`config.mk`:
```
export PLATFORM = sky130hd
export DESIGN_NAME = vtc_cfg_regs
export DESIGN_NICKNAME = d
export VERILOG_FILES = /design/src/rtl/vtc_pkg.sv /design/src/rtl/vtc_cfg_regs.sv
export SDC_FILE = /design/constraint.sdc
export NUM_CORES = 1
export LEC_CHECK = 0
export BUFFER_PORTS_ARGS = -buffer_cell sky130_fd_sc_hd__buf_2
export CORE_ASPECT_RATIO = 0.75
export CORE_UTILIZATION = 30
export CTS_CLUSTER_SIZE = 10
export DETAILED_ROUTE_END_ITERATION = 12
export GPL_ROUTABILITY_DRIVEN = 0
export SLEW_MARGIN = 20
export SYNTH_ARGS = -nofsm -noshare
export SYNTH_HDL_FRONTEND = slang
export SYNTH_SLANG_ARGS = --single-unit
```
`constraint.sdc`:
```
create_clock -name clk_i -period 1.2 [get_ports clk_i]
set_clock_uncertainty 0.15 [all_clocks]
set_input_delay 0.06 -clock clk_i [delete_from_list [all_inputs] [get_ports clk_i]]
set_output_delay 0.06 -clock clk_i [all_outputs]
set_load 0.05 [all_outputs]
```
`src/rtl/vtc_pkg.sv`:
```
// types, constants and fixed-point helpers of the volume transfer compositor
`default_nettype none

package vtc_pkg;

  localparam int unsigned LUT_DEPTH = 256;
  localparam int unsigned LUT_AW    = $clog2(LUT_DEPTH);
  localparam logic [32:0] LUT_LAST  = 33'(LUT_DEPTH - 1);
  localparam int unsigned CFG_AW    = 4;

  localparam logic [15:0] ONE        = 16'd32768;
  localparam logic [15:0] HI_LOW     = 16'd21300;
  localparam logic [15:0] MID_HIGH   = 16'd21299;
  localparam logic [15:0] MID_LOW    = 16'd16384;
  localparam logic [15:0] LO_LOW     = 16'd9831;
  localparam logic [15:0] MED_LIMIT  = 16'd26214;
  localparam logic [15:0] COLOR_0P6  = 16'd19661;
  localparam logic [15:0] COLOR_0P9  = 16'd29491;

  typedef enum logic [1:0] {
    OP_LOAD   = 2'd0,
    OP_START  = 2'd1,
    OP_SAMPLE = 2'd2
  } op_e;

  typedef enum logic [2:0] {
    MODE_SEISMIC   = 3'd0,
    MODE_MEDICAL   = 3'd1,
    MODE_SEIS_COMP = 3'd2,
    MODE_CHEM      = 3'd3,
    MODE_BLEND     = 3'd4,
    MODE_RGB       = 3'd5
  } mode_e;

  typedef enum logic [1:0] {
    REG_MODE         = 2'd0,
    REG_LUT_OFFSET   = 2'd1,
    REG_MAX_INDEX    = 2'd2,
    REG_GLOBAL_ALPHA = 2'd3
  } reg_e;

  typedef enum logic [1:0] {
    ST_IDLE,
    ST_READ,
    ST_MIX
  } state_e;

  typedef struct packed {
    logic [2:0]         mode;
    logic signed [15:0] lut_offset;
    logic [7:0]         max_lut_index;
    logic [15:0]        global_alpha;
  } cfg_t;

  typedef struct packed {
    logic [1:0]  opcode;
    logic [7:0]  table_index;
    logic [15:0] color_red;
    logic [15:0] color_green;
    logic [15:0] color_blue;
    logic [15:0] color_alpha;
    logic [31:0] sample_value;
    logic        last_sample;
  } in_word_t;

  typedef struct packed {
    logic [15:0] out_red;
    logic [15:0] out_green;
    logic [15:0] out_blue;
    logic [15:0] out_alpha;
  } out_word_t;

  typedef struct packed {
    logic [15:0] r;
    logic [15:0] g;
    logic [15:0] b;
    logic [15:0] a;
  } rgba_t;

  function automatic logic [15:0] sat1(logic [15:0] v);
    return (v > ONE) ? ONE : v;
  endfunction

  function automatic rgba_t word_color(in_word_t w);
    rgba_t c;
    c.r = sat1(w.color_red);
    c.g = sat1(w.color_green);
    c.b = sat1(w.color_blue);
    c.a = sat1(w.color_alpha);
    return c;
  endfunction

  function automatic logic [15:0] fmul(logic [15:0] x, logic [15:0] y);
    logic [31:0] p;
    p = x * y + 32'd16384;
    return p[30:15];
  endfunction

  // a*s + (1-a)*c rewritten as a*(s-c) + c
  function automatic logic [15:0] mix(logic [15:0] a, logic [15:0] s, logic [15:0] c);
    logic signed [16:0] d;
    logic signed [34:0] acc;
    d   = $signed({1'b0, s}) - $signed({1'b0, c});
    acc = $signed({1'b0, a}) * d + $signed({4'd0, c, 15'd0}) + 35'sd16384;
    return acc[30:15];
  endfunction

  function automatic logic [15:0] alpha_over(logic [15:0] a, logic [15:0] alpha);
    logic [16:0] sum;
    sum = {1'b0, a} + {1'b0, fmul(ONE - a, alpha)};
    return (sum > {1'b0, ONE}) ? ONE : sum[15:0];
  endfunction

  function automatic logic [15:0] band(logic [15:0] t, logic [15:0] c, logic [15:0] hi,
                                       logic [15:0] mid, logic [15:0] lo);
    if (t >= HI_LOW && t < ONE) return hi;
    else if (t > MID_LOW && t <= MID_HIGH) return mid;
    else if (t >= LO_LOW && t < MID_LOW) return lo;
    else return c;
  endfunction

  function automatic logic [15:0] medmax(logic [15:0] t, logic [15:0] c);
    if (t <= MED_LIMIT && t > c) return t;
    else return c;
  endfunction

  // (v*32768 + 127) / 255 as 128*v + (128*v + 127) / 255
  function automatic logic [15:0] byte_to_fix(logic [7:0] v);
    logic [15:0] x;
    logic [15:0] q;
    x = {1'b0, v, 7'h7f};
    q = x + 16'd1 + {8'd0, x[15:8]};
    return {1'b0, v, 7'd0} + {8'd0, q[15:8]};
  endfunction

  function automatic logic [LUT_AW-1:0] lut_addr(logic signed [32:0] idx,
                                                 logic [7:0] max_idx);
    logic [32:0] lim;
    lim = ({25'd0, max_idx} > LUT_LAST) ? LUT_LAST : {25'd0, max_idx};
    if (idx < 0) return '0;
    else if ($unsigned(idx) > lim) return LUT_AW'(lim);
    else return LUT_AW'($unsigned(idx));
  endfunction

  function automatic logic lut_in_range(logic [7:0] idx);
    return {25'd0, idx} <= LUT_LAST;
  endfunction

endpackage

`default_nettype wire

```
`src/rtl/vtc_cfg_regs.sv`:
```
// configuration registers behind the register bus port
`default_nettype none

module vtc_cfg_regs (
  input  logic                      clk_i,
  input  logic                      rst_ni,
  input  logic                      psel,
  input  logic                      penable,
  input  logic                      pwrite,
  input  logic [vtc_pkg::CFG_AW-1:0] paddr,
  input  logic [31:0]               pwdata,
  output logic [31:0]               prdata,
  output logic                      pready,
  output vtc_pkg::cfg_t             cfg_o
);

  import vtc_pkg::*;

  cfg_t cfg_q;
  cfg_t cfg_d;
  reg_e sel;
  logic wr_en;

  assign pready = 1'b1;
  assign sel    = reg_e'(paddr[3:2]);
  assign wr_en  = psel & penable & pwrite;

  always_comb begin
    cfg_d = cfg_q;
    if (wr_en) begin
      unique case (sel)
        REG_MODE:         cfg_d.mode          = pwdata[2:0];
        REG_LUT_OFFSET:   cfg_d.lut_offset    = $signed(pwdata[15:0]);
        REG_MAX_INDEX:    cfg_d.max_lut_index = pwdata[7:0];
        REG_GLOBAL_ALPHA: cfg_d.global_alpha  = pwdata[15:0];
        default:          cfg_d = cfg_q;
      endcase
    end
  end

  always_comb begin
    unique case (sel)
      REG_MODE:         prdata = {29'd0, cfg_q.mode};
      REG_LUT_OFFSET:   prdata = {16'd0, cfg_q.lut_offset};
      REG_MAX_INDEX:    prdata = {24'd0, cfg_q.max_lut_index};
      REG_GLOBAL_ALPHA: prdata = {16'd0, cfg_q.global_alpha};
      default:          prdata = '0;
    endcase
  end

  always_ff @(posedge clk_i or negedge rst_ni) begin
    if (!rst_ni) begin
      cfg_q.mode          <= MODE_SEISMIC;
      cfg_q.lut_offset    <= '0;
      cfg_q.max_lut_index <= 8'd255;
      cfg_q.global_alpha  <= ONE;
    end else begin
      cfg_q <= cfg_d;
    end
  end

  assign cfg_o = cfg_q;

endmodule

`default_nettype wire

```
==> impl_metrics.py <==
metrics = {
    "run_status": {
        "status": "finished, violations left",
        "violations": "setup timing",
    },
    "logic_synthesis": {
        "yosysSeqAreaShare_pct": 48.7,
        "yosys.area.top_type": "dfrtp_1",
        "yosysTopAreaCellShare_pct": 38.1,
        "syn_avg_cell_area_um2": 15.2,
        "syn_inst": 147,
        "synth_area_um2": 2230,
        "ys_warn_count": 0,
        "synth_top_cells_by_area": "dfrtp_1 38%, mux2_4 15%, mux2_2 13%",
        "ys_seq_elements": 43,
        "ys_types": 19,
    },
    "drt": {
        "drc": 0,
        "drt_pass1_iterations": 3,
        "viasPerCell": 4.18,
        "routed_wirelength_mm": 6.03,
        "ant_nets": 0,
        "wl_per_cell_um": 15.0,
        "drtIter0Drc": 31,
        "vias": 1678,
    },
    "timing": {
        "period_needed_ns": 1.57,
        "setup_viol": 32,
        "fin_crit_sh_pct": 131,
        "slew_violations": 0,
        "hold_viol": 0,
        "rsz0062_at_grt": "true",
        "hold_slack_ns": 0.113,
        "clock.fmax_mhz": 638,
        "setup_slack_ns": -0.367,
    },
    "clocking": {
        "clock_latency_ns": 0.29,
        "cts_made_buffers": 5,
        "clock_sinks": 43,
        "root_buffer": "clkbuf_8",
        "ctsLongestPathBuffers": 2,
        "clkTransAtPathRegs_ns": 0.08,
        "tritoncts": "yes",
        "htreeDepth": 2,
    },
    "worst_setup_path": {
        "crit_arrival_ns": 1.36,
        "cp-end-kind": "output pin",
        "cp.required_ns": 0.99,
        "critPathSlowestCell": "mux4_2",
        "crit_family": "multiplexers",
        "reg2reg_slack_ns": 0.03,
        "crit_chain": "mux4_2 -> buf_6",
        "crit_type": "reg2out",
        "critPathMaxStageDelay_ns": 0.48,
        "critical_path_buf_inv_count": 1,
        "start_kind": "register",
        "cp_max_fo": 2,
    },
    "global_routing": {
        "overflow": 0,
        "track_usage_pct": 16.3,
        "grt_max_degree": 44,
        "grt_pass1_wl_mm": 9.58,
        "grt_pass1_vias": 1805,
        "antenna_found_initial": 0,
    },
    "run": {
        "drv_cap": 0,
    },
    "place": {
        "hpwlAfterDp_mm": 3.93,
        "io_buffers": 81,
        "preCtsSetupSlack_ns": -0.187,
        "dpl_cell_area_um2": 3150,
    },
    "die": {
        "core_um2": 6990,
        "rows": 26,
        "ios": 117,
        "dieWidth_um": 102,
        "start_util_pct": 31.9,
        "die_h_um": 76.7,
        "die_area_um2": 7800,
    },
    "final_layout": {
        "fin_area_um2": 4250,
        "layout-drive-gt1-share_pct": 86.1,
        "post-route-util_pct": 60.8,
        "layout.area.seq_um2": 1120,
        "fillers": 561,
        "final_nets": 343,
        "layout_commonest_cell": "buf_6",
        "largest_reg_flops": 43,
        "diodes": 0,
        "final_cell_mix": "45 x buf_6, 36 x buf_8, 28 x mux2_4, 28 x dfrtp_2, 28 x buf_4",
        "area_delta_synth_final_pct": 90.3,
        "multi_input_area_um2": 1220,
    },
    "worst_hold_path": {
        "min-delay-path-class": "in2async",
    },
    "power": {
        "p_leak_uw": 0.00203,
        "powerDensity_nw_per_um2": 1930,
        "ir_drop_v": 0.000925,
        "total_power_uw": 8190,
    },
}
==> stage by stage <==
stage / cells / setup TNS, ns
finish: 401 / -4.78
global route: 401 / -6.22
CTS: 394 / -5.22
detailed placement: 357 / -3.22
global placement: 357 / -2.99
floorplan: 162 / -1.11
==> power breakdown <==
part           internal [uW]  switching [uW]
Clock                    674             508
Combinational           2300            2510
Sequential              1880             314
==> cell type report <==
class,instances,share of cell area [%]
Sequential cell,43,26.4
Clock buffer,6,1.94
Timing Repair Buffer,157,39.1
Clock inverter,2,0.824
Multi-Input combinational cell,95,28.8
Tap cell,98,2.89
==> worst register-to-register path: cells and delay by family (launching register included) <==
| kind | cells | cell delay [ns] |
|---|---|---|
| buffers and inverters | 2 | 0.25 |
| flip-flops | 1 | 0.42 |
| multiplexers | 1 | 0.24 |
==> path summary, 6_finish.rpt <==
| check | from | end | cells after the start |
|---|---|---|---|
| setup / recovery | cfg_o[2] | prdata[2] | 2 |
| hold / removal | rst_ni | cfg_o[40] | 3 |
| setup reg to reg | cfg_o[5] | cfg_o[5] | 3 |
| hold reg to reg | cfg_o[30] | cfg_o[30] | 1 |
| max in group asynchronous | rst_ni | cfg_o[15] | 3 |
| min in group clk_i | paddr[2] | cfg_o[40] | 4 |
==> routing by layer <==
layer / GRT usage, % / vias to the layer above / wire (um) / share of wire, %
met5: 0 / - / 0 / 0
met4: 3.48 / 0 / 27 / 0.45
met3: 4.28 / 4 / 340 / 5.6
met2: 26.7 / 57 / 3050 / 50
met1: 21.5 / 821 / 2620 / 43
li1: - / 796 / - / -
==> cells in the mapped netlist <==
master    count
buf_6         5
buf_4        17
nand3_4       1
nand3b_4      1
clkbuf_1      1
mux2_2       25
a22o_1        5
mux2i_1       8
mux4_2        3
dfrtp_1      34
and3b_1       1
buf_2         1
nor3b_2       1
and2b_1       1
dfstp_2       9
conb_1        2
and3_4        1
nor2b_1       8
mux2_4       23
==> logic make-up after synthesis <==
logic type	share of synthesized area [%]
AND/OR/NAND/NOR	5.71
other	0.336
AO/OA/AOI/OAI	1.96
buffers and inverters	8.63
flip-flops	48.7
multiplexers	34.7
==> repair_timing <==
| action | CTS | global route |
|---|---|---|
| endpoints found under the setup margin | 42 | 50 |
| endpoints found under the hold margin | 86 | 0 |
| hold buffers | 17 | 0 |
| pin swaps | 4 | 0 |
| setup buffers | 12 | 10 |
| cloned | 0 | 0 |
| gates resized for setup | 146 | 46 |
No activity file was read; power rests on OpenSTA's default activity.
